--- src/rtl/pid_dz_pkg.sv ---
// ----------------------------------------------------------------------------
// pid_dz_pkg
// Shared widths, register indexes, reset values and zone codes for the
// PID step with deadband zone.
// ----------------------------------------------------------------------------
package pid_dz_pkg;

  localparam int SAMPLE_WIDTH_DEF = 24;
  localparam int SUM_WIDTH_DEF    = 40;

  localparam int GAIN_W     = 16;
  localparam int DRIVE_W    = 32;
  localparam int FRAC_SHIFT = 8;
  localparam int CFG_IDX_W  = 3;
  localparam int BAND_W     = 2;

  typedef logic [CFG_IDX_W-1:0] cfg_idx_t;
  typedef logic [BAND_W-1:0]    band_t;

  localparam cfg_idx_t REG_TARGET     = 3'd0;
  localparam cfg_idx_t REG_GAIN_PROP  = 3'd1;
  localparam cfg_idx_t REG_GAIN_INTEG = 3'd2;
  localparam cfg_idx_t REG_GAIN_DERIV = 3'd3;
  localparam cfg_idx_t REG_DEADBAND   = 3'd4;

  localparam int RST_TARGET     = 32768;
  localparam int RST_GAIN_PROP  = 256;
  localparam int RST_GAIN_INTEG = 26;
  localparam int RST_GAIN_DERIV = 2560;
  localparam int RST_DEADBAND   = 328;

  localparam band_t BAND_BELOW  = 2'd0;
  localparam band_t BAND_INSIDE = 2'd1;
  localparam band_t BAND_ABOVE  = 2'd2;

endpackage

--- src/rtl/pid_dz_cfg.sv ---
// ----------------------------------------------------------------------------
// pid_dz_cfg
// Configuration register file: target distance, three gains and deadband.
// ----------------------------------------------------------------------------
module pid_dz_cfg
  import pid_dz_pkg::*;
#(
  parameter int SAMPLE_WIDTH = SAMPLE_WIDTH_DEF,
  parameter int CFG_W        = (SAMPLE_WIDTH > GAIN_W) ? SAMPLE_WIDTH : GAIN_W
) (
  input  logic                      clk,
  input  logic                      rst,
  input  logic                      cfg_valid,
  output logic                      cfg_ready,
  input  cfg_idx_t                  cfg_index,
  input  logic [CFG_W-1:0]          cfg_data,
  output logic [SAMPLE_WIDTH-1:0]   target,
  output logic [GAIN_W-1:0]         gain_prop,
  output logic [GAIN_W-1:0]         gain_integ_dt,
  output logic [GAIN_W-1:0]         gain_deriv_per_dt,
  output logic [SAMPLE_WIDTH-2:0]   deadband
);

  assign cfg_ready = 1'b1;

  always_ff @(posedge clk) begin
    if (rst) begin
      target            <= SAMPLE_WIDTH'(RST_TARGET);
      gain_prop         <= GAIN_W'(RST_GAIN_PROP);
      gain_integ_dt     <= GAIN_W'(RST_GAIN_INTEG);
      gain_deriv_per_dt <= GAIN_W'(RST_GAIN_DERIV);
      deadband          <= (SAMPLE_WIDTH-1)'(RST_DEADBAND);
    end else if (cfg_valid) begin
      unique case (cfg_index)
        REG_TARGET:     target            <= cfg_data[SAMPLE_WIDTH-1:0];
        REG_GAIN_PROP:  gain_prop         <= cfg_data[GAIN_W-1:0];
        REG_GAIN_INTEG: gain_integ_dt     <= cfg_data[GAIN_W-1:0];
        REG_GAIN_DERIV: gain_deriv_per_dt <= cfg_data[GAIN_W-1:0];
        REG_DEADBAND:   deadband          <= cfg_data[SAMPLE_WIDTH-2:0];
        default: ;
      endcase
    end
  end

endmodule

--- src/rtl/pid_dz_err.sv ---
// ----------------------------------------------------------------------------
// pid_dz_err
// Error front end: error register, saturating integral, difference from the
// previous error and deadband zone.
// ----------------------------------------------------------------------------
module pid_dz_err
  import pid_dz_pkg::*;
#(
  parameter int SAMPLE_WIDTH = SAMPLE_WIDTH_DEF,
  parameter int SUM_WIDTH    = SUM_WIDTH_DEF
) (
  input  logic                           clk,
  input  logic                           rst,
  input  logic                           in_valid,
  output logic                           in_ready,
  input  logic [SAMPLE_WIDTH-1:0]        measured,
  input  logic [SAMPLE_WIDTH-1:0]        target,
  input  logic [SAMPLE_WIDTH-2:0]        deadband,
  output logic                           b_valid,
  input  logic                           b_ready,
  output logic signed [SAMPLE_WIDTH:0]   b_err,
  output logic signed [SAMPLE_WIDTH+1:0] b_diff,
  output logic signed [SUM_WIDTH-1:0]    b_sum,
  output band_t                          b_band
);

  localparam int EW = SAMPLE_WIDTH + 1;
  localparam int AW = ((SUM_WIDTH > EW) ? SUM_WIDTH : EW) + 1;

  logic                    a_valid;
  logic signed [EW-1:0]    a_err;
  logic                    a_adv;
  logic                    b_adv;

  logic signed [SUM_WIDTH-1:0] error_sum;
  logic signed [EW-1:0]        last_error;
  logic signed [AW-1:0]        sum_wide;
  logic signed [AW-1:0]        sum_max;
  logic signed [AW-1:0]        sum_min;
  logic signed [SUM_WIDTH-1:0] error_sum_next;
  logic signed [EW-1:0]        db_s;
  band_t                       band_next;

  assign b_adv    = !b_valid || b_ready;
  assign a_adv    = !a_valid || b_adv;
  assign in_ready = a_adv;

  always_ff @(posedge clk) begin
    if (rst) begin
      a_valid <= 1'b0;
    end else if (a_adv) begin
      a_valid <= in_valid;
    end
  end

  always_ff @(posedge clk) begin
    if (in_valid && a_adv) begin
      a_err <= $signed({target[SAMPLE_WIDTH-1], target})
             - $signed({measured[SAMPLE_WIDTH-1], measured});
    end
  end

  // The integral saturates at the signed limits of its own width.
  assign sum_wide = AW'(error_sum) + AW'(a_err);
  assign sum_max  = AW'({1'b0, {(SUM_WIDTH-1){1'b1}}});
  assign sum_min  = -sum_max - AW'(1);

  always_comb begin
    if (sum_wide > sum_max) begin
      error_sum_next = SUM_WIDTH'(sum_max);
    end else if (sum_wide < sum_min) begin
      error_sum_next = SUM_WIDTH'(sum_min);
    end else begin
      error_sum_next = SUM_WIDTH'(sum_wide);
    end
  end

  assign db_s = $signed({2'b00, deadband});

  always_comb begin
    if (a_err < -db_s) begin
      band_next = BAND_BELOW;
    end else if (a_err > db_s) begin
      band_next = BAND_ABOVE;
    end else begin
      band_next = BAND_INSIDE;
    end
  end

  always_ff @(posedge clk) begin
    if (rst) begin
      b_valid    <= 1'b0;
      error_sum  <= '0;
      last_error <= '0;
    end else begin
      if (b_adv) begin
        b_valid <= a_valid;
      end
      if (a_valid && b_adv) begin
        error_sum  <= error_sum_next;
        last_error <= a_err;
      end
    end
  end

  always_ff @(posedge clk) begin
    if (a_valid && b_adv) begin
      b_err  <= a_err;
      b_diff <= (EW+1)'(a_err) - (EW+1)'(last_error);
      b_band <= band_next;
    end
  end

  assign b_sum = error_sum;

  // The stored previous error always equals the error held in the output stage.
  assert property (@(posedge clk) disable iff (rst) b_valid |-> last_error == b_err)
    else $error("last_error out of step with staged error");

  assert property (@(posedge clk) disable iff (rst)
    a_valid && b_adv |=> b_valid && b_err == $past(a_err))
    else $error("error stage lost or altered an item");

  assert property (@(posedge clk) disable iff (rst)
    a_valid && !b_adv |=> a_valid && $stable(a_err))
    else $error("error register changed while stalled");

endmodule

--- src/rtl/pid_dz_mac.sv ---
// ----------------------------------------------------------------------------
// pid_dz_mac
// Gain products, term sum, floor shift to Q.16 and 32-bit saturation,
// ending in the result register.
// ----------------------------------------------------------------------------
module pid_dz_mac
  import pid_dz_pkg::*;
#(
  parameter int SAMPLE_WIDTH = SAMPLE_WIDTH_DEF,
  parameter int SUM_WIDTH    = SUM_WIDTH_DEF
) (
  input  logic                           clk,
  input  logic                           rst,
  input  logic [GAIN_W-1:0]              gain_prop,
  input  logic [GAIN_W-1:0]              gain_integ_dt,
  input  logic [GAIN_W-1:0]              gain_deriv_per_dt,
  input  logic                           b_valid,
  output logic                           b_ready,
  input  logic signed [SAMPLE_WIDTH:0]   b_err,
  input  logic signed [SAMPLE_WIDTH+1:0] b_diff,
  input  logic signed [SUM_WIDTH-1:0]    b_sum,
  input  band_t                          b_band,
  output logic                           out_valid,
  input  logic                           out_ready,
  output logic [DRIVE_W-1:0]             drive,
  output band_t                          band,
  output logic [SAMPLE_WIDTH:0]          err_now
);

  localparam int EW   = SAMPLE_WIDTH + 1;
  localparam int DW   = SAMPLE_WIDTH + 2;
  localparam int PPW  = GAIN_W + EW;
  localparam int DPW  = GAIN_W + DW;
  localparam int IPW  = GAIN_W + SUM_WIDTH;
  localparam int ICW  = (IPW > 62) ? 63 : IPW;
  localparam int TW   = (ICW > DPW) ? ICW : DPW;
  localparam int TOTW = TW + 2;

  logic c_valid;
  logic c_adv;
  logic o_adv;

  logic signed [PPW-1:0] p_prod;
  logic signed [DPW-1:0] d_prod;
  logic signed [IPW-1:0] i_prod;
  logic signed [ICW-1:0] i_term;

  logic signed [TW-1:0]  c_p;
  logic signed [TW-1:0]  c_i;
  logic signed [TW-1:0]  c_d;
  logic signed [EW-1:0]  c_err;
  band_t                 c_band;

  logic signed [TOTW-1:0] total;
  logic signed [TOTW-1:0] shifted;
  logic signed [TOTW-1:0] drv_max;
  logic signed [TOTW-1:0] drv_min;
  logic [DRIVE_W-1:0]     drive_next;

  assign o_adv   = !out_valid || out_ready;
  assign c_adv   = !c_valid || o_adv;
  assign b_ready = c_adv;

  assign p_prod = PPW'($signed(gain_prop)) * PPW'(b_err);
  assign d_prod = DPW'($signed(gain_deriv_per_dt)) * DPW'(b_diff);
  assign i_prod = IPW'($signed(gain_integ_dt)) * IPW'(b_sum);

  // A very wide integral term is clamped to 2^61 in magnitude; such a term
  // already pushes the drive into saturation.
  generate
    if (IPW > 62) begin : g_clamp
      logic signed [IPW-1:0] lim;
      assign lim = $signed({{(IPW-62){1'b0}}, 1'b1, 61'b0});
      always_comb begin
        if (i_prod > lim) begin
          i_term = ICW'(lim);
        end else if (i_prod < -lim) begin
          i_term = ICW'(-lim);
        end else begin
          i_term = ICW'(i_prod);
        end
      end
    end else begin : g_direct
      assign i_term = i_prod;
    end
  endgenerate

  always_ff @(posedge clk) begin
    if (rst) begin
      c_valid <= 1'b0;
    end else if (c_adv) begin
      c_valid <= b_valid;
    end
  end

  always_ff @(posedge clk) begin
    if (b_valid && c_adv) begin
      c_p    <= TW'(p_prod);
      c_i    <= TW'(i_term);
      c_d    <= TW'(d_prod);
      c_err  <= b_err;
      c_band <= b_band;
    end
  end

  // Arithmetic shift of a signed sum rounds toward minus infinity.
  assign total   = TOTW'(c_p) + TOTW'(c_i) + TOTW'(c_d);
  assign shifted = total >>> FRAC_SHIFT;
  assign drv_max = $signed({{(TOTW-DRIVE_W+1){1'b0}}, {(DRIVE_W-1){1'b1}}});
  assign drv_min = $signed({{(TOTW-DRIVE_W+1){1'b1}}, {(DRIVE_W-1){1'b0}}});

  always_comb begin
    if (shifted > drv_max) begin
      drive_next = DRIVE_W'(drv_max);
    end else if (shifted < drv_min) begin
      drive_next = DRIVE_W'(drv_min);
    end else begin
      drive_next = DRIVE_W'(shifted);
    end
  end

  always_ff @(posedge clk) begin
    if (rst) begin
      out_valid <= 1'b0;
    end else if (o_adv) begin
      out_valid <= c_valid;
    end
  end

  always_ff @(posedge clk) begin
    if (c_valid && o_adv) begin
      drive   <= drive_next;
      band    <= c_band;
      err_now <= c_err;
    end
  end

  assert property (@(posedge clk) disable iff (rst)
    c_valid && o_adv |=> out_valid && err_now == $past(c_err))
    else $error("product stage lost or altered an item");

  assert property (@(posedge clk) disable iff (rst)
    c_valid && !o_adv |=> c_valid && $stable(c_p) && $stable(c_i) && $stable(c_d))
    else $error("product stage changed while stalled");

  assert property (@(posedge clk) disable iff (rst)
    c_valid && !o_adv |-> !b_ready)
    else $error("product stage accepted while full and stalled");

endmodule

--- src/rtl/pid_step_with_deadband_zone.sv ---
// ----------------------------------------------------------------------------
// pid_step_with_deadband_zone
// Discrete PID step with saturating integral, Q8.8 gains, floor shift to
// Q.16 with 32-bit saturation, and a below/within/above deadband zone.
//
//   Channel  Signals                                   Direction
//   in       in_valid, in_ready, measured              into the block
//   out      out_valid, out_ready, drive, band,        out of the block
//            err_now
//   cfg      cfg_valid, cfg_ready, cfg_index,          into the block
//            cfg_data
//
// One measurement is accepted per cycle while the output is not stalled; its
// result passes in turn through the error, integral, product and result
// registers. The integral and previous error update in the second
// stage, in order. Reset clears the pipeline and state and loads the register
// defaults. A stalled output holds the whole pipeline; bubbles are squeezed out.
// Configuration writes complete in the cycle they are presented.
// ----------------------------------------------------------------------------
module pid_step_with_deadband_zone
  import pid_dz_pkg::*;
#(
  parameter int SAMPLE_WIDTH = SAMPLE_WIDTH_DEF,
  parameter int SUM_WIDTH    = SUM_WIDTH_DEF,
  parameter int CFG_W        = (SAMPLE_WIDTH > GAIN_W) ? SAMPLE_WIDTH : GAIN_W
) (
  input  logic                    clk,
  input  logic                    rst,
  input  logic                    in_valid,
  output logic                    in_ready,
  input  logic [SAMPLE_WIDTH-1:0] measured,
  output logic                    out_valid,
  input  logic                    out_ready,
  output logic [DRIVE_W-1:0]      drive,
  output band_t                   band,
  output logic [SAMPLE_WIDTH:0]   err_now,
  input  logic                    cfg_valid,
  output logic                    cfg_ready,
  input  cfg_idx_t                cfg_index,
  input  logic [CFG_W-1:0]        cfg_data
);

  logic [SAMPLE_WIDTH-1:0]        target;
  logic [GAIN_W-1:0]              gain_prop;
  logic [GAIN_W-1:0]              gain_integ_dt;
  logic [GAIN_W-1:0]              gain_deriv_per_dt;
  logic [SAMPLE_WIDTH-2:0]        deadband;

  logic                           b_valid;
  logic                           b_ready;
  logic signed [SAMPLE_WIDTH:0]   b_err;
  logic signed [SAMPLE_WIDTH+1:0] b_diff;
  logic signed [SUM_WIDTH-1:0]    b_sum;
  band_t                          b_band;

  pid_dz_cfg #(
    .SAMPLE_WIDTH (SAMPLE_WIDTH),
    .CFG_W        (CFG_W)
  ) u_cfg (
    .clk               (clk),
    .rst               (rst),
    .cfg_valid         (cfg_valid),
    .cfg_ready         (cfg_ready),
    .cfg_index         (cfg_index),
    .cfg_data          (cfg_data),
    .target            (target),
    .gain_prop         (gain_prop),
    .gain_integ_dt     (gain_integ_dt),
    .gain_deriv_per_dt (gain_deriv_per_dt),
    .deadband          (deadband)
  );

  pid_dz_err #(
    .SAMPLE_WIDTH (SAMPLE_WIDTH),
    .SUM_WIDTH    (SUM_WIDTH)
  ) u_err (
    .clk       (clk),
    .rst       (rst),
    .in_valid  (in_valid),
    .in_ready  (in_ready),
    .measured  (measured),
    .target    (target),
    .deadband  (deadband),
    .b_valid   (b_valid),
    .b_ready   (b_ready),
    .b_err     (b_err),
    .b_diff    (b_diff),
    .b_sum     (b_sum),
    .b_band    (b_band)
  );

  pid_dz_mac #(
    .SAMPLE_WIDTH (SAMPLE_WIDTH),
    .SUM_WIDTH    (SUM_WIDTH)
  ) u_mac (
    .clk               (clk),
    .rst               (rst),
    .gain_prop         (gain_prop),
    .gain_integ_dt     (gain_integ_dt),
    .gain_deriv_per_dt (gain_deriv_per_dt),
    .b_valid           (b_valid),
    .b_ready           (b_ready),
    .b_err             (b_err),
    .b_diff            (b_diff),
    .b_sum             (b_sum),
    .b_band            (b_band),
    .out_valid         (out_valid),
    .out_ready         (out_ready),
    .drive             (drive),
    .band              (band),
    .err_now           (err_now)
  );

endmodule
--- config.mk ---
export PLATFORM = sky130hd
export DESIGN_NAME = pid_step_with_deadband_zone
export DESIGN_NICKNAME = d
export VERILOG_FILES = /design/src/rtl/pid_dz_pkg.sv /design/src/rtl/pid_dz_cfg.sv /design/src/rtl/pid_dz_err.sv /design/src/rtl/pid_dz_mac.sv /design/src/rtl/pid_step_with_deadband_zone.sv
export SDC_FILE = /design/constraint.sdc
export NUM_CORES = 2
export LEC_CHECK = 0
export ABC_CLOCK_PERIOD_IN_PS = 44000
export BUFFER_PORTS_ARGS = -buffer_cell sky130_fd_sc_hd__buf_4
export CORE_MARGIN = 5
export CORE_UTILIZATION = 56
export DETAILED_ROUTE_END_ITERATION = 10
export GPL_ROUTABILITY_DRIVEN = 0
export PLACE_DENSITY = 0.8
export RECOVER_POWER = 100
export SLEW_MARGIN = 40
export SYNTH_ARGS = -nofsm -noshare
export SYNTH_HDL_FRONTEND = slang
export SYNTH_SLANG_ARGS = --single-unit
--- constraint.sdc ---
create_clock -name clk -period 44 [get_ports clk]
set_clock_uncertainty 0.1 [all_clocks]
set_input_delay 4.4 -clock clk [delete_from_list [all_inputs] [get_ports clk]]
set_output_delay 4.4 -clock clk [all_outputs]
set_load 0.005 [all_outputs]
==> metrics <==
Unique masters post-synth 83; crit path max fanout between 60 and 70; setup repair bufs after CTS 0; vias in the first global route 61.7k; CTS Buf Count 55; Synth-to-Final Area Change 5.65%; Post-Syn Area 75300 um2; Maximum Capacitance Violations 12; core area 133000 um2; via count ~57k; number of synthesized flops with an enable pin approximately 300; FF+latch count, synth between 400 and 500; TritonCTS clock tree yes; Synth Net Count just over 10k; overall die width 377 um; Max clock buf depth 3; leakage ~38 nW; final WL between 200000 and 250000 um; initial antenna violation count 8; gr usage total 28.7%; height of the die approximately 380 um; nets just over 10k; num rows approximately 130; final setup violation count 0; drt initial violations between 4k and 5k; final instance area approximately 80000 um2; worst vdd ir roughly 0.04 mV; CTS clk-pin slew, worst paths approximately 0.06 ns; YS warnings 0; layout cells sized above 1 between 3 and 4%; GRT Residual Overflow 0; relative slew slack -280%; Critical Path RT 44.24 ns; Initial DRT Pass Iterations 5; first-pass GRT wire length between 300000 and 400000 um; worst skew pair latency slightly above 0.7 ns; most frequent cells in the layout inv_1, fa_1, nand2_1; DR WL/cell between 20 and 25 um; prevailing post-synth register cell edfxtp_1; Non-Filler Instances just under 10k; post-synthesis sequential area ratio 16.5%; clock sink count approximately 470; CP arrival roughly 14 ns; Clock Tree Root clkbuf_16; via density per instance 5.73; Mean Syn Cell Area between 9 and 10 um2; Final Hold Viols 0; status complete, but fails checks; Tightest Hold Check Type register to register; Starting Density between 50% and 60%; I/O pin count ~120; Die Area about 140000 um2; Final Max Slew Viols 690; hold buffers post-CTS 0; IO Port Bufs 116; Synth Instances just over 8k; largest net degree at the start of global routing around 160; Slew @ Worst Pin 5.70 ns; critical path type input pin to register; H-Tree Depth 2; failing checks capacitance limit, slew limit; Fmax between 70 and 80 MHz; post_cts resized 0; critical path endpoint category register; unrepaired setup endpoints after global routing false; Pwr Density 29.0 nW/um2; drc violations 0; Post-DRT Antenna Nets 0; startpoint types input pin; Final min period roughly 14 ns; Cell Count Post-Placement between 9k and 10k; commonest non-fill, non-tap cell in the layout inv_1; Async SR Flop Fraction 0%; fin crit share between 30% and 40%; Final TNS setup 0 ns; hpwl dp ~150000 um; Placed Area 77800 um2
[per-stage QoR]
step                hold WS, ns  util [%]  setup WS, ns  total power (W)
detailed placement        0.305      58.3         33.86          0.00183
global route              0.323      59.6         29.46          0.00247
CTS                       0.318      59.7         33.85          0.00232
finish                    0.316      59.6         30.05          0.00231
floorplan                 0.300         -         26.49          0.00145
global placement          0.305      58.2         33.86          0.00178
[report_power, final]
group / internal [W] / switching (W)
clock network: 0.000270 / 0.000207
registers: 0.000538 / 0.0000632
logic: 0.000464 / 0.000768
total: 0.00127 / 0.00104
[sequential cells by signal, indices dropped and copies added, names as in the netlist, 16 cells and up]
signal / flops
u_cfg.target: 24
u_cfg.gain_integ_dt: 16
u_cfg.deadband: 23
u_mac.err_now: 25
u_cfg.gain_deriv_per_dt: 16
u_err.b_sum: 40
u_cfg.gain_prop: 16
u_err.last_error: 25
u_mac.drive: 32
u_mac.c_err: 25
u_mac.c_p: 41
u_mac.c_i: 56
u_mac.c_d: 42
u_err.b_err: 25
u_err.b_diff: 26
u_err.a_err: 25
[final cells by class]
type                    count  area [um2]
fillers                 10900       54000
well taps                1768        2210
diodes                      9        22.5
inverters                1797        6750
multi-input cells        5543       54900
repair buffers            203        1330
clock buffers              76        1570
clock inverters            28         320
flip-flops and latches    467       12400
[path summary, 6_finish.rpt]
kind,from,to,slack (ns),cells after the start
setup / recovery,out_ready,u_err.b_sum[38]$_SDFFE_PP0P_,30.05,10
hold / removal,u_mac.c_err[7]$_DFFE_PP_,u_mac.err_now[7]$_DFFE_PP_,0.32,0
setup reg to reg,u_mac.out_valid$_SDFFE_PP0P_,u_err.b_sum[38]$_SDFFE_PP0P_,33.52,9
hold reg to reg,u_mac.c_err[7]$_DFFE_PP_,u_mac.err_now[7]$_DFFE_PP_,0.32,0
[cell usage after synthesis (all sizes together) (12+ instances only)]
library cell | count | area, um2
edfxtp | 303 | 9100
o21a | 49 | 368
a21oi | 355 | 1800
nand2 | 1255 | 4710
fa | 1446 | 28900
or3 | 15 | 93.8
clkbuf | 318 | 1200
o21ai | 172 | 872
and2 | 482 | 3020
nand4 | 33 | 206
and3 | 31 | 194
a21o | 136 | 1020
dfxtp | 164 | 3280
nand3b | 12 | 90.1
inv | 1795 | 6740
a211oi | 65 | 508
nor2 | 273 | 1020
a31oi | 19 | 140
xnor2 | 199 | 1740
buf | 12 | 77.6
o211ai | 17 | 148
xor2 | 69 | 604
nor4 | 13 | 81.3
or2 | 15 | 93.8
nor3 | 52 | 260
ha | 525 | 6570
o21bai | 39 | 293
nand3 | 54 | 270
a21boi | 19 | 143
nand2b | 41 | 257
nor2b | 39 | 244
[worst max-delay path, cell delays in order]
cell,delay [ns]
clkbuf_4,0.11
nor2b_1,0.46
nand3_1,0.21
nand2_2,0.10
clkbuf_1,2.58
clkinvlp_2,3.28
clkbuf_1,1.87
and4_1,0.78
nor3_1,0.19
a41oi_1,0.15
[cells by family (layout without fill, tap and decap cells)]
kind of cell | Yosys count | in the layout | share of synthesized area, %
muxes | 3 | 3 | 0.0416
AOI/OAI and AO/OA | 968 | 968 | 8.30
adders and majority gates | 1971 | 1971 | 47.2
buffers and inverters | 2127 | 2104 | 10.7
xor gates and xnor gates | 268 | 268 | 3.12
DFF | 467 | 467 | 16.5
and+or+nand+nor | 2332 | 2332 | 14.2
other | 1 | 10 | 0.00498
[routing by layer]
metal  track usage, %  wire length [um]  share of wire [%]
met5                0                44              0.022
met4             18.1             15100                7.5
met1             34.6             71800                 36
met2             46.6             92200                 46
met3             6.88             21000                 10
No activity file was read; power rests on OpenSTA's default activity.
